==> src/rtl/bcel_pkg.sv <==
// ----------------------------------------------------------------------------
// bcel_pkg
// Shared types, constants and the softplus table function for the
// binary cross-entropy with logits loss block.
// ----------------------------------------------------------------------------
package bcel_pkg;

   // Default sizes
   localparam int SOFTPLUS_ENTRIES_DEF = 256;
   localparam int COUNT_BITS_DEF       = 21;

   // Field widths
   localparam int X_W     = 16;   // logit, weights, Q3.12
   localparam int Y_W     = 13;   // target, Q1.12
   localparam int LOSS_W  = 48;   // loss, Q35.12
   localparam int SP_W    = 12;   // softplus table entry, Q0.12
   localparam int REQ_W   = 64;   // packed request data
   localparam int USER_W  = 2;

   // Configuration port
   localparam int CSR_ADDR_W = 4;
   localparam int CSR_DATA_W = 32;

   // Register indexes
   localparam logic [1:0] REG_MODE   = 2'd0;
   localparam logic [1:0] REG_WEIGHT = 2'd1;
   localparam logic [1:0] REG_POSW   = 2'd2;

   // Reduction modes
   localparam logic [1:0] MODE_NONE = 2'd0;
   localparam logic [1:0] MODE_MEAN = 2'd1;

   // Fixed-point one in Q12
   localparam int ONE_Q12 = 4096;

   typedef struct packed {
      logic [1:0] mode;
      logic       weight_present;
      logic       pos_weight_present;
   } cfg_type;

   typedef struct packed {
      logic cap;
      logic acc;
      logic emit_elem;
      logic div_init;
      logic div_step;
      logic emit_red;
   } cmd_type;

   typedef struct packed {
      logic mode_none;
      logic mode_mean;
      logic last;
      logic div_done;
      logic out_free;
   } status_type;

   // Unsigned 64-bit quotient by shift and subtract; elaboration only
   function automatic logic [63:0] udiv64(input logic [63:0] n, input logic [63:0] d);
      logic [63:0] q;
      logic [64:0] r;
      q = '0;
      r = '0;
      for (int b = 63; b >= 0; b--) begin
         r = {r[63:0], n[b]};
         if (r >= {1'b0, d}) begin
            r    = r - {1'b0, d};
            q[b] = 1'b1;
         end
      end
      return q;
   endfunction

   // ln(1+exp(-t)) for t in Q30 (0..8), result in Q12; elaboration only
   function automatic logic [SP_W-1:0] softplus_at(input logic [63:0] t);
      logic [63:0] u, term, ex, e, z, z2, p, acc, ln, r;
      u    = t >> 4;
      term = 64'd1 << 30;
      ex   = 64'd1 << 30;
      for (int k = 1; k <= 20; k++) begin
         term = (term * u) >> 30;
         term = udiv64(term, 64'(k));
         ex   = ex + term;
      end
      e = udiv64(64'd1 << 60, ex);
      for (int k = 0; k < 4; k++) begin
         e = (e * e) >> 30;
      end
      z   = udiv64(e << 30, (64'd1 << 31) + e);
      z2  = (z * z) >> 30;
      p   = z;
      acc = 64'd0;
      for (int k = 0; k < 20; k++) begin
         acc = acc + udiv64(p, 64'(2 * k + 1));
         p   = (p * z2) >> 30;
      end
      ln = acc << 1;
      r  = (ln + (64'd1 << 17)) >> 18;
      return r[SP_W-1:0];
   endfunction

endpackage

==> src/rtl/bcel_ctrl.sv <==
// ----------------------------------------------------------------------------
// bcel_ctrl
// Controller: sequences one element through the datapath stages, the
// accumulate step, the mean divider and the result register.
// ----------------------------------------------------------------------------
module bcel_ctrl
   import bcel_pkg::*;
(
   input  logic       clock,
   input  logic       reset,
   input  logic       req_tvalid,
   output logic       req_tready,
   input  status_type st,
   output cmd_type    cmd
);

   localparam logic [3:0] S_IDLE  = 4'd0;
   localparam logic [3:0] S_P1    = 4'd1;
   localparam logic [3:0] S_P2    = 4'd2;
   localparam logic [3:0] S_P3    = 4'd3;
   localparam logic [3:0] S_P4    = 4'd4;
   localparam logic [3:0] S_P5    = 4'd5;
   localparam logic [3:0] S_FIN   = 4'd6;
   localparam logic [3:0] S_DINIT = 4'd7;
   localparam logic [3:0] S_DIV   = 4'd8;
   localparam logic [3:0] S_EMIT  = 4'd9;

   logic [3:0] state_ff, state_in;

   assign req_tready = (state_ff == S_IDLE);

   // Next state and commands
   always_comb begin
      cmd      = '0;
      state_in = state_ff;
      unique case (state_ff)
         S_IDLE: begin
            if (req_tvalid) begin
               cmd.cap  = 1'b1;
               state_in = S_P1;
            end
         end
         S_P1: state_in = S_P2;
         S_P2: state_in = S_P3;
         S_P3: state_in = S_P4;
         S_P4: state_in = S_P5;
         S_P5: state_in = S_FIN;
         S_FIN: begin
            if (st.mode_none) begin
               if (st.out_free) begin
                  cmd.emit_elem = 1'b1;
                  state_in      = S_IDLE;
               end
            end else begin
               cmd.acc = 1'b1;
               if (!st.last) begin
                  state_in = S_IDLE;
               end else if (st.mode_mean) begin
                  state_in = S_DINIT;
               end else begin
                  state_in = S_EMIT;
               end
            end
         end
         S_DINIT: begin
            cmd.div_init = 1'b1;
            state_in     = S_DIV;
         end
         S_DIV: begin
            cmd.div_step = 1'b1;
            if (st.div_done) begin
               state_in = S_EMIT;
            end
         end
         S_EMIT: begin
            if (st.out_free) begin
               cmd.emit_red = 1'b1;
               state_in     = S_IDLE;
            end
         end
         default: state_in = S_IDLE;
      endcase
   end

   always_ff @(posedge clock) begin
      if (reset) begin
         state_ff <= S_IDLE;
      end else begin
         state_ff <= state_in;
      end
   end

`ifndef ASSERT_OFF
   // An accepted element reaches the final step after the five stages
   a_stage_timing: assert property (@(posedge clock) disable iff (reset)
      cmd.cap |-> ##6 (state_ff == S_FIN))
      else $error("element did not reach final step in time");
`endif

endmodule

==> config.mk <==
export PLATFORM = sky130hd
export DESIGN_NAME = bcel_ctrl
export DESIGN_NICKNAME = d
export VERILOG_FILES = /design/src/rtl/bcel_pkg.sv /design/src/rtl/bcel_ctrl.sv
export SDC_FILE = /design/constraint.sdc
export NUM_CORES = 1
export LEC_CHECK = 0
export ABC_AREA = 1
export BUFFER_PORTS_ARGS = -buffer_cell sky130_fd_sc_hd__buf_2
export CORE_MARGIN = 2
export CORE_UTILIZATION = 25
export DETAILED_ROUTE_END_ITERATION = 6
export GPL_TIMING_DRIVEN = 0
export PLACE_DENSITY = 0.58
export SYNTH_ARGS = -nofsm -noshare
export SYNTH_HDL_FRONTEND = slang
export SYNTH_SLANG_ARGS = --single-unit
==> constraint.sdc <==
create_clock -name clock -period 0.9 [get_ports clock]
set_input_delay 0.135 -clock clock [delete_from_list [all_inputs] [get_ports clock]]
set_output_delay 0.135 -clock clock [all_outputs]
set_load 0.1 [all_outputs]
==> impl_metrics.py, run 1 <==
metrics = {
    "worst_hold_path": {
        "hold_path_end": "state_ff[0]",
        "worstHoldPathCells": 2,
        "hold_path.startpoint": "reset",
        "hp-class": "in -> reg",
    },
    "synthesis": {
        "synth_cell_types": 17,
        "synthArstFlopShare_pct": 0,
        "ys_ff_latch": 4,
        "syn_nets": 68,
        "synth_top_area_cell": "dfxtp_1",
        "yosys-top-cells-area": "dfxtp_1 (22%), inv_1 (10%), nor2_1 (10%), nand3_1 (9.8%), nand2_1 (8.4%)",
        "synth_edf_count": 0,
        "yosys_most_used_dff": "dfxtp_1",
        "synth_top_area_share_pct": 22.30,
        "synth_warnings": 0,
        "seq_area_frac_synth_pct": 22.30,
        "synth_area_per_cell_um2": 5.985,
        "synthCells": 60,
        "synth_area_um2": 359.1,
    },
    "floorplanning": {
        "fp-row-count": 13,
        "core_area_um2": 1318,
        "start_util_pct": 27.26,
        "die_h_um": 41.90,
        "die_w_um": 41.90,
        "io_pins": 15,
        "dieArea_um2": 1756,
    },
    "cts": {
        "numCtsBuffers": 3,
        "cts.sinks": 4,
        "clkTransAtPathRegs_ps": 50,
        "cts_buffer_depth": 2,
        "insertion_delay_ps": 250,
        "tritoncts": "done",
        "cts_root_buffer": "clkbuf_4",
        "cts_hold_repair.buffers": 0,
        "htreeDepth": 1,
    },
    "route": {
        "drt_pre_antenna_iters": 4,
        "wire_per_inst_um": 11.93,
        "wl_met3_um": 66,
        "dr_wl_met2_um": 705,
        "vias": 513,
        "drtAntennaViolNets": 0,
        "vias_per_cell": 4.706,
        "drt_iter0_drc": 19,
        "top_layer_used": "met4",
        "m1WireLength_um": 507,
        "drc_errors": 0,
        "routed_wl_um": 1300,
    },
    "grt": {
        "grt_max_degree": 8,
        "antenna_found_initial": 0,
        "grt_first_pass_wirelength_um": 2152,
        "grtUsageTotal_pct": 16.09,
        "grt_pass1_vias": 501,
        "grt.overflow.total": 0,
    },
    "critical_path": {
        "cp_max_fo": 6,
        "r2r_end": "state_ff[0]",
        "worst_setup_path_start_kind": "flip-flop",
        "crit_slowest_cell": "dfxtp_2",
        "crit_chain": "buf_6, nand2_4, nor2_4, inv_2, nor3_4, buf_12",
        "worstPathRequired_ps": 760,
        "timing.rr.start": "state_ff[2]",
        "r2r.worst_path.cells": 10,
        "cp_slowest_stage_delay_ps": 310,
        "path_delay_family": "buffers and inverters",
        "path_class": "reg -> out",
        "regToRegSetupSlack_ps": -370,
        "arrival_ps": 1270,
        "path_buf_inv": 3,
        "endpoint_kind": "primary output",
    },
    "final_layout": {
        "syn_to_final_growth_pct": 132.4,
        "fin_util_pct": 63.34,
        "final_common_cell": "buf_4",
        "regMostFlops": "state_ff",
        "num-fill-cells": 115,
        "layout_common_cells": "buf_4 (13), inv_1 (8), buf_12 (8)",
        "top_regs": "state_ff: 4 flops",
        "nets": 103,
        "drive_gt1_share_pct": 63.83,
        "antenna_cells": 0,
        "stdcell_area_um2": 834.6,
        "largest_register_ffs": 4,
    },
    "sta": {
        "slew_headroom_pct": 84.86,
        "setup_tns_ps": -4420,
        "whs_ps": 107.6,
        "grt_setup_unrepaired": "true",
        "worst_pin_slew_ps": 226.8,
        "setup_slack_ps": -502.9,
        "hold_viol": 0,
        "period_share_pct": 155.9,
        "period_minus_slack_ps": 1403,
        "clock.fmax_mhz": 712.8,
        "drv_slew": 0,
        "finalSetupViolCount": 11,
        "finClkSkew_ps": 9.841,
    },
    "pwr": {
        "peakVddDrop_uv": 597.1,
        "power_density_nw_per_um2": 1163,
        "leakage_nw": 0.4025,
    },
    "place": {
        "dpl.hpwl_um": 716.5,
        "io_buffers": 14,
        "gp_congestion": 0.7862,
        "placed_cell_area_um2": 528.0,
        "pre_cts_ws_ps": -567.9,
    },
    "status": {
        "status": "finished with violations",
        "violations": "setup timing",
    },
    "run": {
        "maxCapViolCount": 0,
    },
}
cell usage after synthesis, types with 2 or more instances:
master,count
inv_2,3
nor3_1,2
nand4_1,2
nand3_1,7
inv_1,10
nand2_2,3
nand2_1,8
nor2_1,10
dfxtp_1,4
a21oi_1,4
worst max path at each step:
stage,endpoint,start,cells past startpoint
2_1_floorplan,cmd[3],state_ff[0],5
3_3_place_gp,cmd[3],state_ff[0],6
3_5_place_dp,cmd[3],state_ff[0],6
4_1_cts,cmd[3],state_ff[2],6
5_1_grt,cmd[3],state_ff[2],6
6_report,cmd[3],state_ff[2],6
worst reg2reg max path, stage by stage (launching register included):
cell     delay, ps
dfxtp_2        310
buf_6          130
nand2_4         60
nor2_4         110
buf_4          110
buf_6           80
buf_6           90
nand3_2         50
nand2_1         60
nand2_1         70
a21oi_2        130
where the power goes:
group	switching (W)	internal, W
registers	0.0000229	0.000192
clock network	0.0000957	0.000168
logic	0.000300	0.000192
logic make-up (layout without fill, tap and decap cells):
group | after synthesis | in the layout | synth area share [%]
AOI/OAI and AO/OA | 6 | 6 | 8.711
DFF | 4 | 4 | 22.30
buffers and inverters | 14 | 48 | 15.68
and+or+nand+nor | 36 | 36 | 53.31
stage by stage:
step / cells / total power, W
detailed placement: 89 / 0.0005594
finish: 109 / 0.0009708
global placement: 89 / 0.0005586
CTS: 106 / 0.0009341
floorplan: 60 / 0.0005014
global route: 109 / 0.001020
timing repair:
item	in CTS	in global routing
resized for setup	38	3
pin swaps	9	7
endpoints found under the setup margin	11	11
buffers inserted	13	4
routing by layer:
layer	track usage [%]	up-vias
met4	9.677	0
li1	-	262
met1	19.27	228
met2	25.94	21
met3	3.478	2
met5	0	-
layout make-up:
cell class | instances | area [um2] | share of cell area (%)
timing repair buffer | 30 | 315.3 | 37.78
multi-input combinational | 42 | 306.5 | 36.73
sequential | 4 | 92.59 | 11.09
inverter | 13 | 63.81 | 7.646
clock buffer | 4 | 26.28 | 3.148
tap | 15 | 18.77 | 2.249
buffer | 1 | 11.26 | 1.349
(Power assumes the default switching activity.)
==> run 2, diff against run 1 <==
--- a/config.mk
+++ b/config.mk
@@ -5,10 +5,11 @@
 export SDC_FILE = /design/constraint.sdc
 export NUM_CORES = 1
 export LEC_CHECK = 0
-export ABC_AREA = 1
+export ABC_AREA = 0
 export BUFFER_PORTS_ARGS = -buffer_cell sky130_fd_sc_hd__buf_2
 export CORE_MARGIN = 2
 export CORE_UTILIZATION = 25
+export CTS_CLUSTER_SIZE = 16
 export DETAILED_ROUTE_END_ITERATION = 6
 export GPL_TIMING_DRIVEN = 0
 export PLACE_DENSITY = 0.58
==> run 2 against run 1 <==
  * The flow still finishes with violations (setup timing)
  * Sequential share of layout area increased by 2.2 points
  * Clock skew decreased by 9.6 ps
  * Combinational power decreased by 32%
==> impl_metrics.py, run 2 <==
metrics = {
    "status": {
        "status": "finished with violations",
        "violations": "setup timing",
    },
    "final_layout": {
        "nets": 76,
        "regMostFlops": "state_ff",
        "num-fill-cells": 125,
        "top_regs": "state_ff: 4 flops",
        "layout_common_cells": "buf_4 (9), buf_2 (7), a21oi_1 (4), buf_6 (4), dfxtp_4 (4)",
        "drive_gt1_share_pct": 63.64,
        "largest_register_ffs": 4,
        "stdcell_area_um2": 715.7,
        "final_common_cell": "buf_4",
        "antenna_cells": 0,
        "fin_util_pct": 55.70,
        "syn_to_final_growth_pct": 111.1,
    },
    "critical_path": {
        "r2r_end": "state_ff[0]",
        "cp_max_fo": 6,
        "endpoint": "cmd[5]",
        "worst_setup_path_start_kind": "flip-flop",
        "r2r.worst_path.cells": 4,
        "crit_start": "state_ff[1]",
        "arrival_ps": 1270,
        "worstPathRequired_ps": 760,
        "path_class": "reg -> out",
        "endpoint_kind": "primary output",
        "timing.rr.start": "state_ff[2]",
        "regToRegSetupSlack_ps": -400,
    },
    "synthesis": {
        "synth_most_common_cell": "nor4_1",
        "netlist_top_cells_count": "nor4_1 (5), a21oi_1 (4), dfxtp_1 (4)",
        "ys_ff_latch": 4,
        "synth_top_area_cell": "dfxtp_1",
        "syn_nets": 50,
        "seq_area_frac_synth_pct": 23.62,
        "synth_area_per_cell_um2": 8.073,
        "synth_cell_types": 27,
        "synthArstFlopShare_pct": 0,
        "yosys_most_used_dff": "dfxtp_1",
        "synthCells": 42,
        "synth_warnings": 0,
        "yosys-top-cells-area": "dfxtp_1 (24%), nor4_1 (9.2%), nand3b_1 (6.6%), a21oi_1 (5.9%), nor2_8 (5.9%)",
        "synth_area_um2": 339.1,
        "synth_edf_count": 0,
        "synth_top_area_share_pct": 23.62,
    },
    "pwr": {
        "leakage_nw": 0.2665,
        "peakVddDrop_uv": 445.6,
        "power_density_nw_per_um2": 1093,
    },
    "grt": {
        "grt.overflow.total": 0,
        "grt_max_degree": 11,
        "grtUsageTotal_pct": 14.14,
        "grt_pass1_vias": 370,
        "antenna_found_initial": 0,
        "grt_first_pass_wirelength_um": 1587,
    },
    "sta": {
        "hold_viol": 0,
        "drv_slew": 0,
        "finClkSkew_ps": 0.2047,
        "finalSetupViolCount": 11,
        "setup_tns_ps": -4538,
        "worst_pin_slew_ps": 326.3,
        "grt_setup_unrepaired": "true",
        "period_share_pct": 156.0,
        "period_minus_slack_ps": 1404,
        "setup_slack_ps": -504.1,
        "clock.fmax_mhz": 712.2,
        "whs_ps": 107.9,
        "slew_headroom_pct": 78.05,
    },
    "floorplanning": {
        "dieArea_um2": 1667,
        "fp-row-count": 13,
        "start_util_pct": 26.39,
        "core_area_um2": 1285,
        "die_w_um": 40.83,
        "die_h_um": 40.83,
        "io_pins": 15,
    },
    "route": {
        "m1WireLength_um": 420,
        "top_layer_used": "met3",
        "wl_met3_um": 46,
        "drc_errors": 0,
        "drt_iter0_drc": 17,
        "routed_wl_um": 1005,
        "drtAntennaViolNets": 0,
        "wire_per_inst_um": 12.41,
        "vias": 422,
        "drt_pre_antenna_iters": 4,
        "dr_wl_met2_um": 537,
        "vias_per_cell": 5.210,
    },
    "worst_hold_path": {
        "hp-class": "in -> reg",
    },
    "place": {
        "dpl.hpwl_um": 685.1,
        "placed_cell_area_um2": 558.0,
        "gp_congestion": 0.7534,
        "io_buffers": 14,
    },
    "cts": {
        "cts_hold_repair.buffers": 0,
        "cts_buffer_depth": 2,
        "clkTransAtPathRegs_ps": 30,
        "insertion_delay_ps": 230,
        "tritoncts": "done",
        "htreeDepth": 1,
        "cts_root_buffer": "clkbuf_4",
        "numCtsBuffers": 3,
        "cts.sinks": 4,
    },
    "run": {
        "maxCapViolCount": 0,
    },
}
run 2: cell count changes after synthesis, moves of 2 or more:
cell,previous run,this run
nor2_1,10,0
inv_1,10,2
nand3_1,7,1
nand2_1,8,3
nor4_1,0,5
inv_2,3,0
nand2_2,3,0
nand3b_1,0,3
nand4_1,2,0
run 2: critical path, cell delays in order (launching register included):
cell     delay [ps]
dfxtp_4         400
nor4_4          280
and2_4          190
buf_12          160
run 2: metrics by stage:
stage	instances	worst slack [ps]	power [W]
floorplan	42	-1328	0.0004888
global placement	71	-544.4	0.0005454
detailed placement	71	-547.0	0.0005458
CTS	80	-503.0	0.0007881
global route	81	-559.2	0.0008316
finish	81	-504.1	0.0007820
run 2: cell families (layout without fill, tap and decap cells):
family | Yosys count | after routing | synth area share (%)
flip-flops | 4 | 4 | 23.62
buffers and inverters | 6 | 30 | 9.962
AND/OR/NAND/NOR | 21 | 21 | 44.65
multiplexers | 1 | 1 | 2.952
AO/OA/AOI/OAI | 10 | 10 | 18.82
run 2: how the worst min path moves through the flow:
stage	endpoint	slack, ps	depth (start not counted)	from
3_3_place_gp	state_ff[0]	340	2	reset
6_report	state_ff[0]	110	2	reset
2_1_floorplan	state_ff[0]	200	1	reset
4_1_cts	state_ff[0]	100	2	reset
3_5_place_dp	state_ff[0]	340	2	reset
5_1_grt	state_ff[0]	100	2	reset
run 2: repair_timing:
item / CTS / global route
gates resized for setup: 25 / 4
buffers inserted: 7 / 2
pin swaps: 3 / 4
hold endpoints to repair: 0 / 0
endpoints found under the setup margin: 11 / 11
run 2: area by class of cell:
type | count | area, um2 | area share [%]
buffer | 2 | 40.04 | 5.594
clock buffer | 3 | 22.52 | 3.147
inverter | 2 | 7.507 | 1.049
multi-input combinational | 32 | 324.1 | 45.28
sequential | 4 | 95.09 | 13.29
tap | 15 | 18.77 | 2.622
timing repair buffer | 23 | 207.7 | 29.02
run 2: power breakdown:
part	switching, W	internal (W)	total [W]	leakage (nW)
Sequential	0.0000478	0.000188	0.000236	0.0356
Combinational	0.000198	0.000137	0.000335	0.217
Clock	0.0000633	0.000148	0.000212	0.0138
run 2: per-layer routing:
metal	up-vias	global-route usage, %
li1	213	-
met1	195	18.57
met2	14	23.44
met3	0	1.630
met4	0	5.000
met5	-	0
