### src/rtl/bcel_pkg.sv
// ----------------------------------------------------------------------------
// bcel_pkg
// Shared types, constants and the softplus table function for the
// binary cross-entropy with logits loss block.
// ----------------------------------------------------------------------------
package bcel_pkg;

   // Default sizes
   localparam int SOFTPLUS_ENTRIES_DEF = 256;
   localparam int COUNT_BITS_DEF       = 21;

   // Field widths
   localparam int X_W     = 16;   // logit, weights, Q3.12
   localparam int Y_W     = 13;   // target, Q1.12
   localparam int LOSS_W  = 48;   // loss, Q35.12
   localparam int SP_W    = 12;   // softplus table entry, Q0.12
   localparam int REQ_W   = 64;   // packed request data
   localparam int USER_W  = 2;

   // Configuration port
   localparam int CSR_ADDR_W = 4;
   localparam int CSR_DATA_W = 32;

   // Register indexes
   localparam logic [1:0] REG_MODE   = 2'd0;
   localparam logic [1:0] REG_WEIGHT = 2'd1;
   localparam logic [1:0] REG_POSW   = 2'd2;

   // Reduction modes
   localparam logic [1:0] MODE_NONE = 2'd0;
   localparam logic [1:0] MODE_MEAN = 2'd1;

   // Fixed-point one in Q12
   localparam int ONE_Q12 = 4096;

   typedef struct packed {
      logic [1:0] mode;
      logic       weight_present;
      logic       pos_weight_present;
   } cfg_type;

   typedef struct packed {
      logic cap;
      logic acc;
      logic emit_elem;
      logic div_init;
      logic div_step;
      logic emit_red;
   } cmd_type;

   typedef struct packed {
      logic mode_none;
      logic mode_mean;
      logic last;
      logic div_done;
      logic out_free;
   } status_type;

   // Unsigned 64-bit quotient by shift and subtract; elaboration only
   function automatic logic [63:0] udiv64(input logic [63:0] n, input logic [63:0] d);
      logic [63:0] q;
      logic [64:0] r;
      q = '0;
      r = '0;
      for (int b = 63; b >= 0; b--) begin
         r = {r[63:0], n[b]};
         if (r >= {1'b0, d}) begin
            r    = r - {1'b0, d};
            q[b] = 1'b1;
         end
      end
      return q;
   endfunction

   // ln(1+exp(-t)) for t in Q30 (0..8), result in Q12; elaboration only
   function automatic logic [SP_W-1:0] softplus_at(input logic [63:0] t);
      logic [63:0] u, term, ex, e, z, z2, p, acc, ln, r;
      u    = t >> 4;
      term = 64'd1 << 30;
      ex   = 64'd1 << 30;
      for (int k = 1; k <= 20; k++) begin
         term = (term * u) >> 30;
         term = udiv64(term, 64'(k));
         ex   = ex + term;
      end
      e = udiv64(64'd1 << 60, ex);
      for (int k = 0; k < 4; k++) begin
         e = (e * e) >> 30;
      end
      z   = udiv64(e << 30, (64'd1 << 31) + e);
      z2  = (z * z) >> 30;
      p   = z;
      acc = 64'd0;
      for (int k = 0; k < 20; k++) begin
         acc = acc + udiv64(p, 64'(2 * k + 1));
         p   = (p * z2) >> 30;
      end
      ln = acc << 1;
      r  = (ln + (64'd1 << 17)) >> 18;
      return r[SP_W-1:0];
   endfunction

endpackage

### src/rtl/bcel_csr.sv
// ----------------------------------------------------------------------------
// bcel_csr
// APB-style register file: reduction mode and the two weight-present flags.
// ----------------------------------------------------------------------------
module bcel_csr
   import bcel_pkg::*;
(
   input  logic                  clock,
   input  logic                  reset,
   input  logic                  csr_psel,
   input  logic                  csr_penable,
   input  logic                  csr_pwrite,
   input  logic [CSR_ADDR_W-1:0] csr_paddr,
   input  logic [CSR_DATA_W-1:0] csr_pwdata,
   output logic [CSR_DATA_W-1:0] csr_prdata,
   output logic                  csr_pready,
   output cfg_type               cfg
);

   logic [1:0] mode_ff, mode_in;
   logic       wp_ff, wp_in;
   logic       pwp_ff, pwp_in;
   logic       wr_en;
   logic [1:0] reg_idx;

   assign csr_pready = 1'b1;
   assign wr_en      = csr_psel & csr_penable & csr_pwrite;
   assign reg_idx    = csr_paddr[3:2];

   // Decode register writes
   always_comb begin
      mode_in = mode_ff;
      wp_in   = wp_ff;
      pwp_in  = pwp_ff;
      if (wr_en) begin
         unique case (reg_idx)
            REG_MODE:   mode_in = csr_pwdata[1:0];
            REG_WEIGHT: wp_in   = csr_pwdata[0];
            REG_POSW:   pwp_in  = csr_pwdata[0];
            default: ;
         endcase
      end
   end

   always_ff @(posedge clock) begin
      if (reset) begin
         mode_ff <= MODE_NONE;
         wp_ff   <= 1'b0;
         pwp_ff  <= 1'b0;
      end else begin
         mode_ff <= mode_in;
         wp_ff   <= wp_in;
         pwp_ff  <= pwp_in;
      end
   end

   // Read back
   always_comb begin
      unique case (reg_idx)
         REG_MODE:   csr_prdata = {{(CSR_DATA_W-2){1'b0}}, mode_ff};
         REG_WEIGHT: csr_prdata = {{(CSR_DATA_W-1){1'b0}}, wp_ff};
         REG_POSW:   csr_prdata = {{(CSR_DATA_W-1){1'b0}}, pwp_ff};
         default:    csr_prdata = '0;
      endcase
   end

   assign cfg.mode               = mode_ff;
   assign cfg.weight_present     = wp_ff;
   assign cfg.pos_weight_present = pwp_ff;

endmodule

### config.mk
export PLATFORM = sky130hd
export DESIGN_NAME = bcel_csr
export DESIGN_NICKNAME = d
export VERILOG_FILES = /design/src/rtl/bcel_pkg.sv /design/src/rtl/bcel_csr.sv
export SDC_FILE = /design/constraint.sdc
export NUM_CORES = 1
export LEC_CHECK = 0
export BUFFER_PORTS_ARGS = -buffer_cell sky130_fd_sc_hd__buf_2
export CORE_ASPECT_RATIO = 0.75
export CORE_MARGIN = 4
export CORE_UTILIZATION = 27
export DETAILED_ROUTE_END_ITERATION = 7
export GPL_TIMING_DRIVEN = 0
export PLACE_DENSITY = 0.78
export SLEW_MARGIN = 40
export SYNTH_ARGS = -nofsm -noshare
export SYNTH_HDL_FRONTEND = slang
export SYNTH_SLANG_ARGS = --single-unit
### constraint.sdc
create_clock -name clock -period 1.37 [get_ports clock]
set_clock_uncertainty 0.15 [all_clocks]
set_input_delay 0.274 -clock clock [delete_from_list [all_inputs] [get_ports clock]]
set_output_delay 0.274 -clock clock [all_outputs]
set_load 0.1 [all_outputs]
==> out/qor.csv, run 1 <==
metric,value,unit
num_vias,381,
p_int,306.5,uW
switching_share,0.6042,
cts_tree,yes,
crit_fanout,3,
die_y,44.49,um
synthesis.area,479.2,um^2
fin_util,0.5095,
outcome,"complete, but fails checks",
p_clk_frac,0.212,
met3_length,172,um
ir_worst_vdd,0.5093,mV
hp-class,in2reg,
numCtsBuffers,3,
clock_path_buffers,2,
rows,12,
layout.nets,146,
ys_seq_area_frac,0.1671,
power_leakage,0.0004563,uW
ant_nets,0,
overflow,0,
die_w,56.65,um
dp_slack,-0.2523,ns
worst_ep_arrival_time,1.01,ns
clk_latency,0.23,ns
dr.pass1.iters,2,
postSynthAreaPerCell,8.407,um^2
slew_viol_final,0,
io_pins,78,
setup_slack,-0.06439,ns
top_layer_used,met3,
n_antenna_cell,0,
fmax,697.2,MHz
io_buffers,14,
p_sw,468.0,uW
vias_per_cell,3.048,
rsz0062_at_grt,true,
grt.total_usage,0.06958,
detail_route.wl_per_cell,7.512,um
drive_above_1_share,0.5673,
drtIter0Drc,5,
violations,setup timing,
wirelength,939,um
gp_routability_congestion,0.7394,
drc,0,
coreArea,1577,um^2
required,0.95,ns
grt_max_degree,7,
p_comb_frac,0.640,
fillers,163,
maxCapViolCount,0,
synth_cell_type_count,10,
root_buffer,clkbuf_4,
p_seq_frac,0.148,
ys.warnings.count,0,
syn2layout_area_growth,67.62,%
hold_viol,0,
start_util,0.3040,
end_kind,output port,
post-route-period-util,1.047,
grt_pass1_vias,309,
placed_cell_area,726.9,um^2
critPathKind,reg2out,
syn_inst,57,
pwr_density_cell,964.2,nW/um^2
clk_transition_reported_paths,0.04,ns
dr_wl_met2,440,um
ys_ff_latch,4,
crit_path_start_kind,flop,
dieArea,2520,um^2
post_cts.repair.setup_buffers,0,
htree_levels,1,
m1WireLength,327,um
grt_pass1_wl,1.311,mm
cts_num_sinks,4,
design_area,803.3,um^2
antenna_found_initial,0,
post-route-min-period,1.434,ns
setup_viol,3,
[final cells by class]
type | count | area, um^2 | area share
multi-input combinational | 49 | 295.3 | 0.3676
buffer | 33 | 247.7 | 0.3084
timing repair buffer | 14 | 115.1 | 0.1433
sequential | 4 | 92.59 | 0.1153
clock buffer | 4 | 26.28 | 0.03271
tap | 21 | 26.28 | 0.03271
[flip-flops by register name, summed over array words and instances (netlist names)]
signal   count
mode_ff      2
pwp_ff       1
wp_ff        1
[power by group through the flow]
stage / combinational [uW] / sequential, uW / clock (uW)
floorplan: 460 / 124 / 0
global placement: 488 / 119 / 0
detailed placement: 489 / 119 / 0
CTS: 492 / 117 / 170
global route: 510 / 115 / 183
finish: 496 / 115 / 164
[cell families (layout without fill, tap and decap cells)]
| family | after synthesis | count (layout) | share of synthesized area |
|---|---|---|---|
| AND/OR/NAND/NOR | 12 | 12 | 0.1854 |
| AO/OA/AOI/OAI | 1 | 1 | 0.01043 |
| other | 2 | 31 | 0.01567 |
| flip-flops | 4 | 4 | 0.1671 |
| multiplexers | 5 | 5 | 0.1044 |
| buffers and inverters | 33 | 51 | 0.5170 |
[stage by stage]
stage               TNS, ns  power [uW]  hold slack, ns  cells
floorplan           -0.7633       584.0          0.2649     86
global placement    -0.3454       606.3          0.3351    121
detailed placement  -0.3734       607.2          0.3529    121
CTS                 -0.2256       778.3          0.1275    125
global route        -0.2990       807.9          0.1652    125
finish              -0.1775       774.5          0.1360    125
[metal layers]
metal  up-vias  track usage
met2        28       0.1152
met1       140      0.06985
met4         0      0.02844
met3         0      0.04665
met5         -            0
li1        213            -
[critical path, cell delays in order, from the launching register on]
cell     delay (ns)
dfxtp_4        0.34
nor3b_4        0.22
buf_12         0.20
[what timing repair did]
| action | CTS | global route |
|---|---|---|
| pin swaps | 1 | 0 |
| resized for setup | 15 | 1 |
| hold buffers | 0 | 0 |
| setup endpoints to repair | 6 | 4 |
[path summary, 6_finish.rpt]
path | startpoint | end | slack [ns] | cells after the start
worst min-delay path | csr_pwdata[1] | mode_ff[1] | 0.14 | 3
worst min register to register | pwp_ff | pwp_ff | 0.33 | 2
worst max-delay path | mode_ff[1] | csr_prdata[1] | -0.06 | 2
worst max register to register | wp_ff | wp_ff | 0.58 | 2
[cell usage in the layout, fill, tap and decap left out]
master    synthesis  routed
buf_2             0       9
clkbuf_4          0       3
nand3_2           1       1
clkbuf_1          0       1
buf_4            33      34
conb_1            2      31
nand2b_1          6       6
dfxtp_2           0       1
nor3b_4           0       1
mux2i_1           5       4
or3_4             1       1
nand3b_1          1       1
o21ai_4           0       1
buf_6             0       2
dfxtp_4           0       3
buf_12            0       2
mux2i_4           0       1
nor3b_1           3       2
[synth_stat cells (all sizes together)]
cell	n	area (um^2)
or3	1	11.26
o21ai	1	5.000
conb	2	7.510
nand3	1	10.01
nand3b	1	7.510
buf	33	247.7
dfxtp	4	80.08
nand2b	6	37.54
nor3b	3	22.52
mux2i	5	50.05
No activity file was read; power rests on OpenSTA's default activity.
==> inputs of run 2 (changes only) <==
==> config.mk (replaced) <==
export PLATFORM = sky130hd
export DESIGN_NAME = bcel_csr
export DESIGN_NICKNAME = d
export VERILOG_FILES = /design/src/rtl/bcel_pkg.sv /design/src/rtl/bcel_csr.sv
export SDC_FILE = /design/constraint.sdc
export NUM_CORES = 1
export LEC_CHECK = 0
export CORE_AREA = 4 4 41 43
export DETAILED_ROUTE_END_ITERATION = 7
export DIE_AREA = 0 0 45 47
export DONT_BUFFER_PORTS = 1
export GPL_TIMING_DRIVEN = 0
export SETUP_SLACK_MARGIN = 0.1
export SLEW_MARGIN = 40
export SYNTH_ARGS = -nofsm -noshare
export SYNTH_HDL_FRONTEND = slang
export SYNTH_SLANG_ARGS = --single-unit
==> out/qor.csv, run 2 (synthesized netlist as in run 1, its figures left out) <==
metric,value,unit,change
vias_per_cell,3.200,,+5.0%
crit_path_start_kind,flop,,
cp_slowest_cell,o21ai_4,,
rsz0062_at_grt,true,,
io_pins,78,,unchanged
top_regs,"mode_ff (2), pwp_ff (1), wp_ff (1)",,
layout.nets,133,,-8.9%
fmax,528.7,MHz,-24%
syn2layout_area_growth,50.13,%,
drc,0,,unchanged
setup_viol,2,,-1
num_vias,336,,-12%
worst_ep_arrival_time,1.47,ns,+0.46 ns
die_w,45,um,-21%
dr.pass1.iters,2,,unchanged
n_antenna_cell,0,,unchanged
layout_common_cells,"31 x buf_4, 31 x conb_1, 6 x nand2b_1",,
overflow,0,,unchanged
gp_routability_congestion,0.7087,,-4.2%
hold_start,csr_pwdata[1],,
ir_worst_vdd,0.4647,mV,-8.8%
end_kind,output port,,
crit_start,mode_ff[0],,
seq_area,90.09,um^2,-2.7%
post_cts.repair.setup_buffers,0,,unchanged
cts_num_sinks,4,,unchanged
cp_cell_sequence,mux2i_4 > o21ai_4,,
fillers,133,,-18%
power_leakage,0.0003973,uW,-13%
use_met1,0.07534,,+0.005496
r2r_cells,2,,unchanged
hold_viol,0,,unchanged
clk_latency,0.23,ns,about the same
post-route-min-period,1.891,ns,+0.4571 ns
grt_pass1_wl,1.076,mm,-18%
die_y,47,um,+5.7%
slew_viol_final,0,,unchanged
crit_fanout,3,,unchanged
clock_path_buffers,2,,unchanged
wirelength,815,um,-13%
setup_slack,-0.5215,ns,-0.4571 ns
top_usage_layer,met2,,
ant_nets,0,,unchanged
clk_transition_reported_paths,0.04,ns,about the same
io_buffers,0,,-14
numCtsBuffers,3,,unchanged
violations,setup timing,,
antenna_found_initial,0,,unchanged
hold_depth,2,,-1
grt_max_degree,7,,unchanged
required,0.95,ns,about the same
design_area,719.4,um^2,-10%
fin_util,0.5529,,+0.04336
grt_pass1_vias,264,,-15%
drive_above_1_share,0.5111,,-0.05620
cts_tree,yes,,
post-route-period-util,1.381,,+0.3336
multi_input_area,295.3,um^2,unchanged
maxCapViolCount,0,,unchanged
root_buffer,clkbuf_4,,
coreArea,1301,um^2,-17%
worst_slew_pin_slew,0.7006,ns,
placed_cell_area,664.4,um^2,-8.6%
htree_levels,1,,unchanged
regMostFlops,mode_ff,,
met3_usage,0.04598,,-0.0006702
start_util,0.3683,,+0.06430
outcome,"complete, but fails checks",,
fin_hold_ws,0.04178,ns,-0.09419 ns
largest_reg_flops,2,,unchanged
reg2reg_from,mode_ff[0],,
grt.total_usage,0.07437,,+0.004786
critPathKind,reg2out,,
drtIter0Drc,3,,-2
pwr_density_cell,1015,nW/um^2,+5.3%
use_met2,0.1045,,-0.01069
rows,13,,+1
slew-limit-headroom,0.5312,,
hp-class,in2reg,,
dieArea,2115,um^2,-16%
max_stage_delay,0.57,ns,+0.23 ns
detail_route.wl_per_cell,7.762,um,+3.3%
## run 2: routing by layer
layer  routed length (um)  vias up
li1                     -      184
met1                  292      123
met2                  350       29
met3                  172        0
met4                    0        0
met5                    0        -
## run 2: final timing paths
path                            slack, ns            end
worst min register to register       0.36         pwp_ff
worst min-delay path                 0.04     mode_ff[1]
worst max-delay path                -0.52  csr_prdata[0]
worst max register to register       0.38     mode_ff[0]
## run 2: where the power goes
| group | leakage, uW | internal, uW | total, uW | switching, uW |
|---|---|---|---|---|
| clock | 0.0000138 | 97.5 | 139 | 41.9 |
| sequential | 0.0000349 | 116 | 123 | 7.56 |
| combinational | 0.000349 | 74.2 | 468 | 394 |
| total | 0.000397 | 287 | 730 | 443 |
## run 2: timing repair
| action | CTS | global route |
|---|---|---|
| gates resized for setup | 8 | 1 |
| hold buffers | 0 | 0 |
| setup endpoints to repair | 4 | 3 |
| pin swaps | 1 | 0 |
## run 2: per-stage QoR
stage          setup slack [ns]  cells  power, uW  setup TNS, ns
6_report                -0.5215    105      730.5        -0.8195
5_1_grt                 -0.5599    105      762.1        -0.9017
4_1_cts                 -0.5391    105      733.0        -0.8578
3_5_place_dp            -0.3136    102      586.3        -0.3907
3_3_place_gp            -0.5053    101      585.6        -0.8136
2_1_floorplan           -0.4808     86      584.0        -0.7633
## run 2: worst max-delay path: cells and delay by family (launching register included)
kind,cells,cell delay (ns)
flops,1,0.54
mux,1,0.12
compound gates,1,0.57
## run 2: area by class of cell
cell class / count / share of cell area
Buffer: 33 / 0.3791
Multi-Input combinational cell: 49 / 0.4104
Clock buffer: 3 / 0.03130
Timing Repair Buffer: 1 / 0.02783
Sequential cell: 4 / 0.1252
Tap cell: 15 / 0.02609
==> inputs of run 3 (changes only) <==
--- a/config.mk
+++ b/config.mk
@@ -5,11 +5,13 @@
 export SDC_FILE = /design/constraint.sdc
 export NUM_CORES = 1
 export LEC_CHECK = 0
-export CORE_AREA = 4 4 41 43
+export BUFFER_PORTS_ARGS = -buffer_cell sky130_fd_sc_hd__buf_2
+export CORE_ASPECT_RATIO = 0.75
+export CORE_MARGIN = 4
+export CORE_UTILIZATION = 27
 export DETAILED_ROUTE_END_ITERATION = 7
-export DIE_AREA = 0 0 45 47
-export DONT_BUFFER_PORTS = 1
 export GPL_TIMING_DRIVEN = 0
+export PLACE_DENSITY = 0.78
 export SETUP_SLACK_MARGIN = 0.1
 export SLEW_MARGIN = 40
 export SYNTH_ARGS = -nofsm -noshare
==> out/qor.csv, run 3 (synthesized netlist as in run 1, its figures left out) <==
metric,value,unit,change
pwr_density_cell,921.6,nW/um^2,-9.2%
drive_above_1_share,0.5714,,+0.06032
root_buffer,clkbuf_4,,
drc,0,,unchanged
grt_pass1_vias,320,,+21%
die_y,44.49,um,-5.4%
rows,12,,-1
final_common_cell,buf_4,,
placedCellCount,121,,+19%
numCtsBuffers,3,,unchanged
setup_tns,-0.1706,ns,+0.6489 ns
hp-class,in2reg,,
fin_cells,126,,+20%
cts_num_sinks,4,,unchanged
hold_depth,3,,+1
setup_slack,-0.05890,ns,+0.4626 ns
wirelength,992,um,+22%
ir_worst_vdd,0.5125,mV,+10%
post-route-min-period,1.429,ns,-0.4626 ns
crit_path_start_kind,flop,,
fmax,699.8,MHz,+32%
htree_levels,1,,unchanged
ant_nets,0,,unchanged
drtIter0Drc,4,,+1
overflow,0,,unchanged
cp_slowest_cell,dfxtp_4,,
required,0.95,ns,about the same
syn2layout_area_growth,75.20,%,
clk_latency,0.23,ns,about the same
vias_per_cell,3.135,,-2.0%
dieArea,2520,um^2,+19%
end_kind,output port,,
antenna_found_initial,0,,unchanged
hold_buffers,0,,unchanged
setup_viol,3,,+1
violations,setup timing,,
dr.pass1.iters,4,,+2
top_regs,"mode_ff (2), pwp_ff (1), wp_ff (1)",,
max_stage_delay,0.36,ns,-0.21 ns
cp_cell_sequence,mux2i_4 > o21ai_4 > buf_12,,
rsz0062_at_grt,true,,
crit_fanout,3,,unchanged
reg2reg_from,wp_ff,,
power_leakage,0.0004679,uW,+18%
post-route-period-util,1.043,,-0.3376
io_buffers,14,,+14
gp_routability_congestion,0.7394,,+4.3%
maxCapViolCount,0,,unchanged
die_w,56.65,um,+26%
clock_path_buffers,2,,unchanged
num_vias,395,,+18%
layout.nets,147,,+11%
crit_start,mode_ff[0],,
detail_route.wl_per_cell,7.873,um,+1.4%
grt.total_usage,0.07204,,-0.002323
n_antenna_cell,0,,unchanged
grt_pass1_wl,1.366,mm,+27%
hold_start,csr_pwdata[1],,
fin_hold_ws,0.1357,ns,+0.09391 ns
coreArea,1577,um^2,+21%
r2r_cells,3,,+1
layout_common_cells,"32 x buf_4, 31 x conb_1, 9 x buf_2",,
clk_transition_reported_paths,0.04,ns,about the same
critPathKind,reg2out,,
largest_reg_flops,2,,unchanged
worst_ep_arrival_time,1.00,ns,-0.47 ns
regMostFlops,mode_ff,,
grt_max_degree,7,,unchanged
io_pins,78,,unchanged
outcome,"complete, but fails checks",,
hold_viol,0,,unchanged
start_util,0.3040,,-0.06430
slew_viol_final,0,,unchanged
cts_tree,yes,,
[run 3: cell type report]
type / count / area (um^2)
multi-input cells: 49 / 295.3
repair buffers: 16 / 155.1
plain buffers: 32 / 244.0
clock buffers: 4 / 26.28
fillers: 156 / 737.0
well taps: 21 / 26.28
flip-flops and latches: 4 / 92.59
[run 3: worst max-delay path, delay by kind of cell, from the launching register on]
kind / cells / cell delay [ns]
compound gates: 1 / 0.15
buf+inv: 1 / 0.19
flops: 1 / 0.36
mux: 1 / 0.07
[run 3: worst paths after layout]
kind | slack (ns) | endpoint
worst min-delay path | 0.14 | mode_ff[1]
worst min register to register | 0.35 | mode_ff[1]
worst max-delay path | -0.06 | csr_prdata[0]
worst max register to register | 0.50 | wp_ff
[run 3: per-stage QoR]
step | power, uW | instance area, um^2 | utilization | setup WS, ns
2_1_floorplan | 584.0 | 630.6 | - | -0.4808
3_3_place_gp | 606.3 | 726.9 | 0.4611 | -0.2479
3_5_place_dp | 607.2 | 726.9 | 0.4611 | -0.2523
4_1_cts | 781.4 | 837.1 | 0.5310 | -0.08152
5_1_grt | 807.7 | 839.6 | 0.5325 | -0.09894
6_report | 773.8 | 839.6 | 0.5325 | -0.05890
[run 3: where the power goes]
part           total (uW)  switching, uW  leakage (uW)  internal (uW)
Clock                 159           50.1     0.0000150            109
Combinational         499            413      0.000418           85.9
Sequential            115           1.60     0.0000352            114
Total                 774            465      0.000468            309
[run 3: timing repair]
item | in CTS | in global routing
setup buffers | 2 | 0
resized for setup | 22 | 1
pin swaps | 1 | 0
setup endpoints to repair | 6 | 6
endpoints found under the hold margin | 0 | 0
cloned | 0 | 0
[run 3: layer usage]
metal	global-route usage	vias up	routed length (um)
li1	-	218	-
met1	0.07325	149	343
met2	0.1198	28	489
met3	0.04665	0	159
met4	0.02844	0	0
met5	0	-	0
